$ cat config.mk
export PLATFORM = sky130hd
export DESIGN_NAME = md4_hash_top
export DESIGN_NICKNAME = d
export VERILOG_FILES = /design/src/hdl/md4_pkg.sv /design/src/hdl/md4_fifo.sv /design/src/hdl/md4_front.sv /design/src/hdl/md4_core.sv /design/src/hdl/md4_hash_top.sv
export SDC_FILE = /design/constraint.sdc
export NUM_CORES = 2
export LEC_CHECK = 0
export BUFFER_PORTS_ARGS = -buffer_cell sky130_fd_sc_hd__buf_2
export CAP_MARGIN = 30
export CORE_ASPECT_RATIO = 1.2
export CORE_MARGIN = 8
export CORE_UTILIZATION = 48
export DETAILED_ROUTE_END_ITERATION = 16
export HOLD_SLACK_MARGIN = 0.1
export PLACE_DENSITY = 0.73
export SYNTH_ARGS = -nofsm -noshare
export SYNTH_HDL_FRONTEND = slang
export SYNTH_SLANG_ARGS = --single-unit
$ cat constraint.sdc
create_clock -name clk -period 6.2 [get_ports clk]
set_clock_uncertainty 0.2 [all_clocks]
set_input_delay 0.93 -clock clk [delete_from_list [all_inputs] [get_ports clk]]
set_output_delay 0.93 -clock clk [all_outputs]
set_load 0.1 [all_outputs]
$ cat src/hdl/md4_pkg.sv
// Shared types, constants and step functions for the MD4 digest engine.
// No dependencies; every other file in hdl/ imports this package.
package md4_pkg;

  localparam int FIFO_DEPTH = 4;

  localparam logic [31:0] IV_A = 32'h67452301;
  localparam logic [31:0] IV_B = 32'hefcdab89;
  localparam logic [31:0] IV_C = 32'h98badcfe;
  localparam logic [31:0] IV_D = 32'h10325476;

  localparam logic [31:0] K_ROUND2 = 32'h5A827999;
  localparam logic [31:0] K_ROUND3 = 32'h6ED9EBA1;

  localparam logic [7:0]  PAD_BYTE     = 8'h80;
  localparam logic [3:0]  LEN_WORD_IDX = 4'd14;
  localparam logic [5:0]  LAST_STEP    = 6'd47;
  localparam logic [3:0]  LAST_LOAD    = 4'd15;
  localparam logic [2:0]  MAX_BYTES    = 3'd4;
  localparam logic [1:0]  LAST_DIGEST  = 2'd3;

  // One queued message word; last_blk marks the length word that closes the message.
  typedef struct packed {
    logic [31:0] data;
    logic        last_blk;
  } md4_word_t;

  typedef enum logic [2:0] {
    F_DATA,
    F_PAD,
    F_ZERO,
    F_LEN_LO,
    F_LEN_HI
  } front_state_t;

  typedef enum logic [1:0] {
    B_RUN,
    B_ADD,
    B_OUT
  } back_state_t;

  function automatic logic [31:0] iv_word(input logic [1:0] idx);
    logic [31:0] v;
    case (idx)
      2'd0:    v = IV_A;
      2'd1:    v = IV_B;
      2'd2:    v = IV_C;
      default: v = IV_D;
    endcase
    return v;
  endfunction

  // Message word used by a step: in order, then transposed, then bit-reversed.
  function automatic logic [3:0] msg_index(input logic [5:0] step);
    logic [3:0] v;
    case (step[5:4])
      2'd0:    v = step[3:0];
      2'd1:    v = {step[1:0], step[3:2]};
      default: v = {step[0], step[1], step[2], step[3]};
    endcase
    return v;
  endfunction

  function automatic logic [4:0] rot_amount(input logic [5:0] step);
    logic [4:0] v;
    case ({step[5:4], step[1:0]})
      4'b0000: v = 5'd3;
      4'b0001: v = 5'd7;
      4'b0010: v = 5'd11;
      4'b0011: v = 5'd19;
      4'b0100: v = 5'd3;
      4'b0101: v = 5'd5;
      4'b0110: v = 5'd9;
      4'b0111: v = 5'd13;
      4'b1000: v = 5'd3;
      4'b1001: v = 5'd9;
      4'b1010: v = 5'd11;
      default: v = 5'd15;
    endcase
    return v;
  endfunction

  function automatic logic [31:0] round_fn(input logic [5:0] step, input logic [31:0] b,
                                           input logic [31:0] c, input logic [31:0] d);
    logic [31:0] v;
    case (step[5:4])
      2'd0:    v = (b & c) | (~b & d);
      2'd1:    v = (b & c) | (b & d) | (c & d);
      default: v = b ^ c ^ d;
    endcase
    return v;
  endfunction

  function automatic logic [31:0] round_const(input logic [5:0] step);
    logic [31:0] v;
    case (step[5:4])
      2'd0:    v = 32'd0;
      2'd1:    v = K_ROUND2;
      default: v = K_ROUND3;
    endcase
    return v;
  endfunction

  // Amount is never zero here, so the right shift stays below 32.
  function automatic logic [31:0] rotl(input logic [31:0] x, input logic [4:0] s);
    return (x << s) | (x >> (6'd32 - {1'b0, s}));
  endfunction

endpackage

$ cat src/hdl/md4_fifo.sv
// Small word queue between the MD4 front end and the compression core.
// Depends on md4_pkg for the queued word type.
module md4_fifo import md4_pkg::*; #(
  parameter int DEPTH = FIFO_DEPTH
) (
  input  logic      clk,
  input  logic      rst_n,
  input  logic      push,
  input  md4_word_t push_word,
  output logic      full,
  input  logic      pop,
  output md4_word_t head,
  output logic      not_empty
);

  localparam int PW = (DEPTH > 1) ? $clog2(DEPTH) : 1;
  localparam int CW = $clog2(DEPTH + 1);

  md4_word_t     mem_r [DEPTH];
  logic [PW-1:0] wr_ptr_r, rd_ptr_r;
  logic [CW-1:0] count_r;

  assign full      = (count_r == CW'(DEPTH));
  assign not_empty = (count_r != '0);
  assign head      = mem_r[rd_ptr_r];

  always_ff @(posedge clk) begin
    if (push) begin
      mem_r[wr_ptr_r] <= push_word;
    end
  end

  always_ff @(posedge clk) begin
    if (!rst_n) begin
      wr_ptr_r <= '0;
      rd_ptr_r <= '0;
      count_r  <= '0;
    end else begin
      if (push) begin
        wr_ptr_r <= (wr_ptr_r == PW'(DEPTH - 1)) ? '0 : wr_ptr_r + 1'b1;
      end
      if (pop) begin
        rd_ptr_r <= (rd_ptr_r == PW'(DEPTH - 1)) ? '0 : rd_ptr_r + 1'b1;
      end
      case ({push, pop})
        2'b10:   count_r <= count_r + 1'b1;
        2'b01:   count_r <= count_r - 1'b1;
        default: count_r <= count_r;
      endcase
    end
  end

endmodule

$ cat src/hdl/md4_front.sv
// Front end of the MD4 engine: packs input bytes into 32-bit words, counts the
// message length and generates padding and length words. Depends on md4_pkg.
module md4_front import md4_pkg::*; (
  input  logic        clk,
  input  logic        rst_n,
  input  logic        in_valid,
  output logic        in_ready,
  input  logic [31:0] in_data_word,
  input  logic [2:0]  in_byte_count,
  input  logic        in_last_item,
  output logic        push,
  output md4_word_t   push_word,
  input  logic        fifo_full
);

  front_state_t state_r, state_nxt;
  logic [23:0]  hold_r, hold_nxt;
  logic [1:0]   hold_cnt_r, hold_cnt_nxt;
  logic [63:0]  len_r, len_nxt;
  logic [3:0]   idx_r, idx_nxt;

  logic [2:0]   cnt_c;
  logic [31:0]  masked;
  logic [55:0]  packed_bytes;
  logic [2:0]   total;
  logic [64:0]  len_sum;
  logic [31:0]  pad_word;
  logic         accept;

  always_comb begin
    cnt_c = (in_byte_count > MAX_BYTES) ? MAX_BYTES : in_byte_count;
    for (int i = 0; i < 4; i++) begin
      masked[8*i +: 8] = (3'(i) < cnt_c) ? in_data_word[8*i +: 8] : 8'd0;
    end
    packed_bytes = {32'd0, hold_r} | ({24'd0, masked} << {hold_cnt_r, 3'b000});
    total        = {1'b0, hold_cnt_r} + cnt_c;
    len_sum      = {1'b0, len_r} + {59'd0, cnt_c, 3'b000};
    pad_word     = {8'd0, hold_r} | ({24'd0, PAD_BYTE} << {hold_cnt_r, 3'b000});
  end

  assign accept = in_valid && in_ready;

  always_comb begin
    state_nxt    = state_r;
    hold_nxt     = hold_r;
    hold_cnt_nxt = hold_cnt_r;
    len_nxt      = len_r;
    in_ready     = 1'b0;
    push         = 1'b0;
    push_word    = '{data: 32'd0, last_blk: 1'b0};
    case (state_r)
      F_DATA: begin
        in_ready = !fifo_full;
        if (accept) begin
          len_nxt = len_sum[64] ? '1 : len_sum[63:0];
          if (total >= 3'd4) begin
            push           = 1'b1;
            push_word.data = packed_bytes[31:0];
            hold_nxt       = packed_bytes[55:32];
            hold_cnt_nxt   = 2'(total - 3'd4);
          end else begin
            hold_nxt     = packed_bytes[23:0];
            hold_cnt_nxt = 2'(total);
          end
          if (in_last_item) begin
            state_nxt = F_PAD;
          end
        end
      end
      F_PAD: begin
        if (!fifo_full) begin
          push           = 1'b1;
          push_word.data = pad_word;
          hold_nxt       = '0;
          hold_cnt_nxt   = '0;
          state_nxt      = (idx_r == LEN_WORD_IDX - 4'd1) ? F_LEN_LO : F_ZERO;
        end
      end
      F_ZERO: begin
        if (!fifo_full) begin
          push = 1'b1;
          if (idx_r == LEN_WORD_IDX - 4'd1) begin
            state_nxt = F_LEN_LO;
          end
        end
      end
      F_LEN_LO: begin
        if (!fifo_full) begin
          push           = 1'b1;
          push_word.data = len_r[31:0];
          state_nxt      = F_LEN_HI;
        end
      end
      F_LEN_HI: begin
        if (!fifo_full) begin
          push               = 1'b1;
          push_word.data     = len_r[63:32];
          push_word.last_blk = 1'b1;
          len_nxt            = '0;
          state_nxt          = F_DATA;
        end
      end
      default: begin
        state_nxt = F_DATA;
      end
    endcase
    idx_nxt = push ? idx_r + 4'd1 : idx_r;
  end

  always_ff @(posedge clk) begin
    if (!rst_n) begin
      state_r    <= F_DATA;
      hold_r     <= '0;
      hold_cnt_r <= '0;
      len_r      <= '0;
      idx_r      <= '0;
    end else begin
      state_r    <= state_nxt;
      hold_r     <= hold_nxt;
      hold_cnt_r <= hold_cnt_nxt;
      len_r      <= len_nxt;
      idx_r      <= idx_nxt;
    end
  end

endmodule

$ cat src/hdl/md4_core.sv
// MD4 back end: 48-step compression, one step per cycle (the first round stalls
// on an empty queue), chaining add and four-word digest. Depends on md4_pkg.
module md4_core import md4_pkg::*; (
  input  logic        clk,
  input  logic        rst_n,
  input  logic        word_valid,
  input  md4_word_t   word_in,
  output logic        pop,
  output logic        out_valid,
  input  logic        out_ready,
  output logic [31:0] out_digest_word,
  output logic [1:0]  out_word_index,
  output logic        out_last_word
);

  back_state_t state_r, state_nxt;
  logic [5:0]  step_r, step_nxt;
  logic [1:0]  oidx_r, oidx_nxt;
  logic        last_blk_r, last_blk_nxt;
  logic [31:0] a_r, b_r, c_r, d_r;
  logic [31:0] a_nxt, b_nxt, c_nxt, d_nxt;
  logic [31:0] chain_r [4];
  logic [31:0] chain_nxt [4];
  logic [31:0] blk_r [16];

  logic        load_phase;
  logic        step_en;
  logic [31:0] x_word;
  logic [31:0] t_sum;
  logic [31:0] t_rot;

  // The first round reads words in arrival order, so it consumes them straight
  // from the queue while they are stored for the two later rounds.
  assign load_phase = (step_r[5:4] == 2'd0);
  assign x_word     = load_phase ? word_in.data : blk_r[msg_index(step_r)];
  assign t_sum      = a_r + round_fn(step_r, b_r, c_r, d_r) + x_word + round_const(step_r);
  assign t_rot      = rotl(t_sum, rot_amount(step_r));

  assign out_valid       = (state_r == B_OUT);
  assign out_digest_word = chain_r[oidx_r];
  assign out_word_index  = oidx_r;
  assign out_last_word   = (oidx_r == LAST_DIGEST);

  always_comb begin
    state_nxt    = state_r;
    step_nxt     = step_r;
    oidx_nxt     = oidx_r;
    last_blk_nxt = last_blk_r;
    a_nxt        = a_r;
    b_nxt        = b_r;
    c_nxt        = c_r;
    d_nxt        = d_r;
    chain_nxt    = chain_r;
    pop          = 1'b0;
    step_en      = 1'b0;
    case (state_r)
      B_RUN: begin
        step_en = !load_phase || word_valid;
        pop     = load_phase && word_valid;
        if (pop && step_r[3:0] == LAST_LOAD) begin
          last_blk_nxt = word_in.last_blk;
        end
        if (step_en) begin
          a_nxt = d_r;
          d_nxt = c_r;
          c_nxt = b_r;
          b_nxt = t_rot;
          if (step_r == LAST_STEP) begin
            step_nxt  = '0;
            state_nxt = B_ADD;
          end else begin
            step_nxt = step_r + 6'd1;
          end
        end
      end
      B_ADD: begin
        chain_nxt[0] = chain_r[0] + a_r;
        chain_nxt[1] = chain_r[1] + b_r;
        chain_nxt[2] = chain_r[2] + c_r;
        chain_nxt[3] = chain_r[3] + d_r;
        a_nxt        = chain_nxt[0];
        b_nxt        = chain_nxt[1];
        c_nxt        = chain_nxt[2];
        d_nxt        = chain_nxt[3];
        oidx_nxt     = '0;
        state_nxt    = last_blk_r ? B_OUT : B_RUN;
      end
      B_OUT: begin
        if (out_ready) begin
          oidx_nxt = oidx_r + 2'd1;
          if (oidx_r == LAST_DIGEST) begin
            for (int i = 0; i < 4; i++) begin
              chain_nxt[i] = iv_word(2'(i));
            end
            a_nxt     = IV_A;
            b_nxt     = IV_B;
            c_nxt     = IV_C;
            d_nxt     = IV_D;
            state_nxt = B_RUN;
          end
        end
      end
      default: begin
        state_nxt = B_RUN;
      end
    endcase
  end

  always_ff @(posedge clk) begin
    if (pop) begin
      blk_r[step_r[3:0]] <= word_in.data;
    end
  end

  always_ff @(posedge clk) begin
    if (!rst_n) begin
      state_r    <= B_RUN;
      step_r     <= '0;
      oidx_r     <= '0;
      last_blk_r <= 1'b0;
      a_r        <= IV_A;
      b_r        <= IV_B;
      c_r        <= IV_C;
      d_r        <= IV_D;
      for (int i = 0; i < 4; i++) begin
        chain_r[i] <= iv_word(2'(i));
      end
    end else begin
      state_r    <= state_nxt;
      step_r     <= step_nxt;
      oidx_r     <= oidx_nxt;
      last_blk_r <= last_blk_nxt;
      a_r        <= a_nxt;
      b_r        <= b_nxt;
      c_r        <= c_nxt;
      d_r        <= d_nxt;
      chain_r    <= chain_nxt;
    end
  end

endmodule

$ cat src/hdl/md4_hash_top.sv
// MD4 digest engine. Each 16-word block runs 48 steps at one step per cycle,
// stalling when the first round finds the queue empty, plus one chaining add.
// The first digest word leaves after the chaining add of the message's last
// block, a second padding block where the length does not fit in the first;
// the other three follow one per cycle while out_ready is high.
// Reset: synchronous, active low; chaining, length, packing and queue clear.
module md4_hash_top import md4_pkg::*; #(
  parameter int FIFO_DEPTH_P = FIFO_DEPTH
) (
  input  logic        clk,
  input  logic        rst_n,
  input  logic        in_valid,
  output logic        in_ready,
  input  logic [31:0] in_data_word,
  input  logic [2:0]  in_byte_count,
  input  logic        in_last_item,
  output logic        out_valid,
  input  logic        out_ready,
  output logic [31:0] out_digest_word,
  output logic [1:0]  out_word_index,
  output logic        out_last_word
);

  // The front end packs bytes into whole words and, after the final input word,
  // produces the 0x80 pad word, zero words and the two length words. Each queued
  // word carries a flag that is set only on the upper length word, which is the
  // sixteenth word of the message's last block.
  md4_word_t push_word;
  md4_word_t head_word;
  logic      push;
  logic      pop;
  logic      fifo_full;
  logic      fifo_not_empty;

  md4_front u_front (
    .clk          (clk),
    .rst_n        (rst_n),
    .in_valid     (in_valid),
    .in_ready     (in_ready),
    .in_data_word (in_data_word),
    .in_byte_count(in_byte_count),
    .in_last_item (in_last_item),
    .push         (push),
    .push_word    (push_word),
    .fifo_full    (fifo_full)
  );

  // The queue lets the front end keep accepting words while the core works
  // through the later rounds of a block or waits on the digest output.
  md4_fifo #(
    .DEPTH(FIFO_DEPTH_P)
  ) u_fifo (
    .clk      (clk),
    .rst_n    (rst_n),
    .push     (push),
    .push_word(push_word),
    .full     (fifo_full),
    .pop      (pop),
    .head     (head_word),
    .not_empty(fifo_not_empty)
  );

  // The core runs the first round directly on queued words as they arrive,
  // so loading a block overlaps its compression.
  md4_core u_core (
    .clk            (clk),
    .rst_n          (rst_n),
    .word_valid     (fifo_not_empty),
    .word_in        (head_word),
    .pop            (pop),
    .out_valid      (out_valid),
    .out_ready      (out_ready),
    .out_digest_word(out_digest_word),
    .out_word_index (out_word_index),
    .out_last_word  (out_last_word)
  );

endmodule

==> results.json <==
{
  "cts-root-buf": "clkbuf_16",
  "synth_nets": 5273,
  "setup_viol": 31,
  "yosysWarnings": 0,
  "hpwl_mm": 119.3,
  "vias": 44520,
  "fp.dieH_um": 386.6,
  "cts_buffers": 98,
  "synthXorXnorAreaFrac_pct": 2.455,
  "synth_compound_area_share_pct": 16.93,
  "clkTransAtPathRegs_ps": 70,
  "crit_required_ps": 6610,
  "overflow": 0,
  "syn_inst": 4956,
  "synth.mux.area_fraction_pct": 10.82,
  "critical_path.max_fanout": 5,
  "hold_viol": 0,
  "tightest_slew_ps": 1250,
  "grt_pass1_wl_mm": 266.5,
  "max_slew_margin_pct": 16.01,
  "final_core_util_pct": 56.82,
  "routedWlPerCell_um": 26.36,
  "htreeDepth": 3,
  "design.core.area_sq_um": 114000,
  "holdWs_ps": 282.5,
  "rsz0062_at_grt": "true",
  "synthAdderAreaFrac_pct": 7.471,
  "die-area_sq_um": 125600,
  "portBuffers": 76,
  "grt_antenna_before_repair": 1,
  "drt-initial-drc-count": 5069,
  "synth_area_sq_um": 54940,
  "drtAntennaViolNets": 0,
  "synth_top_family_by_area": "compound AO/OA/AOI/OAI gates",
  "yosysSeqAreaShare_pct": 48.87,
  "grtUsageTotal_pct": 27.29,
  "synth.distinct_cells": 90,
  "start_util_pct": 48.18,
  "vias_per_cell": 6.514,
  "clk_latency_ps": 730,
  "start_kind": "flop",
  "cp_slowest_cell": "mux4_2",
  "io_pins": 77,
  "grt_pass1_vias": 42770,
  "yosys-top-cells-area": "edfxtp_1, dfxtp_1, mux4_2",
  "post-place-ws_ps": -541.3,
  "drive_gt1_share_pct": 21.91,
  "worstSetupPathType": "reg2reg",
  "netlist.area_leader.share_pct": 35.20,
  "cts.sinks": 1019,
  "drv_cap": 0,
  "finalCritPeriodShare_pct": 103.8,
  "yosys.area.top_type": "edfxtp_1",
  "fin_ws_ps": -238.2,
  "worst_ep_arrival_time_ps": 6850,
  "syn2layout_area_growth_pct": 17.92,
  "min_delay_path_depth": 2,
  "drc": 0,
  "row_count": 136,
  "drtPass1Iterations": 12,
  "grt_max_degree": 163,
  "cts_tree": "yes",
  "ys_top_cells_by_count": "edfxtp_1, nor2_1, a21oi_1, nand2_1, dfxtp_1",
  "synth-seq-cells": 1019,
  "status": "finished, violations left",
  "max_stage_delay_ps": 510,
  "nNetsFinal": 5553,
  "cp_common_cell": "buf_4",
  "ys.flop_type": "edfxtp_1",
  "drv_slew": 0,
  "postSynthAreaPerCell_sq_um": 11.08,
  "violations": "setup timing",
  "synth_most_common_cell": "edfxtp_1",
  "synth-async-reset-ratio_pct": 0,
  "period_minus_slack_ps": 6438,
  "routed_wl_mm": 180.2,
  "min_path_type": "reg2reg",
  "synthSimpleGateAreaFrac_pct": 10.34,
  "reg2regPathDepth": 29,
  "cts.path.max_buffers": 3,
  "endpoint_kind": "flop",
  "fp.dieW_um": 324.8,
  "synth-edff-count": 644,
  "fmax_mhz": 155.3,
  "finalSetupTns_ps": -4405,
  "place.gp.congestion": 0.9903
}
layout by cell type, fill, tap and decap left out, types with 35 or more instances in the layout:
cell       instances
mux4_2           193
fa_1              83
nand2_1          388
a21oi_2           35
xnor2_1           97
nor2_1           484
clkbuf_16         98
a221oi_1          44
mux2i_1          101
ha_1             176
inv_1            128
o211ai_1          55
o21ai_0          248
dfxtp_1          370
nand3_1           75
a22oi_1           72
xor2_1            49
nor3_1            60
a31oi_1           38
buf_4            342
a21oi_1          386
edfxtp_1         644
a21o_1            92
a211oi_1          39
buf_2             76
per-layer routing:
layer	part of all wire (%)	wire, um	GRT usage, %
met5	0.0072	13	0
met4	5.9	10670	14.43
met3	9.0	16230	4.098
met2	47	85210	45.01
met1	38	68060	34.72
final timing paths:
| path | start | to | slack [ps] |
|---|---|---|---|
| max | u_core.step_r[4] | u_core.b_r[12] | -240 |
| min | u_front.len_r[1] | u_front.len_r[1] | 280 |
| max reg2reg | u_core.step_r[4] | u_core.b_r[12] | -240 |
| min reg2reg | u_front.len_r[1] | u_front.len_r[1] | 280 |
worst max-delay path, delay by kind of cell (launching register included):
family | cells | cell delay (ps)
AOI/OAI and AO/OA | 9 | 1580
xor gates and xnor gates | 1 | 290
adders and majority gates | 3 | 1190
buffers and inverters | 8 | 1120
DFF | 1 | 340
muxes | 2 | 730
and+or+nand+nor | 6 | 830
registers in the layout (all words and copies together) (netlist names), 3 cells and up, named ones only:
signal           cells
u_front.state_r      3
u_front.len_r       62
u_fifo.count_r       3
u_front.hold_r      24
u_core.b_r          32
u_core.c_r          32
u_core.blk_r       512
u_front.idx_r        4
u_core.a_r          32
u_core.d_r          32
u_core.step_r        6
u_fifo.mem_r       132
u_core.chain_r     128
kinds of logic (layout without fill, tap and decap cells):
family	count (synthesis)	count (layout)
AOI/OAI and AO/OA	1424	1424
xor gates and xnor gates	154	154
adders and majority gates	277	277
buffers and inverters	445	805
DFF	1019	1019
muxes	347	347
other	0	1
and+or+nand+nor	1290	1290
metrics by stage:
step | instances | instance area (sq um)
floorplan | 4956 | 54980
global placement | 6571 | 59040
detailed placement | 6575 | 59080
CTS | 6812 | 63990
global route | 6834 | 64780
finish | 6835 | 64780
final cells by class:
class	instances	area [sq um]
Sequential cell	1019	26850
Clock inverter	61	768.2
Clock buffer	119	2603
Timing Repair Buffer	488	4125
Fill cell	9281	49230
Inverter	137	519.2
Tap cell	1518	1899
Multi-Input combinational cell	3492	28010
Antenna cell	1	2.502
what timing repair did:
item                                    in CTS  in global routing
endpoints found under the hold margin        0                  0
gates cloned                                 4                  0
setup buffers                               54                 28
resized for setup                          229                134
endpoints found under the setup margin      32                 32
pin swaps                                   77                 85
hold buffers                                 0                  0
Power is left out: the tool's default activity adds up to more than one toggle a clock period on the data nets, which glitch-free logic cannot reach.
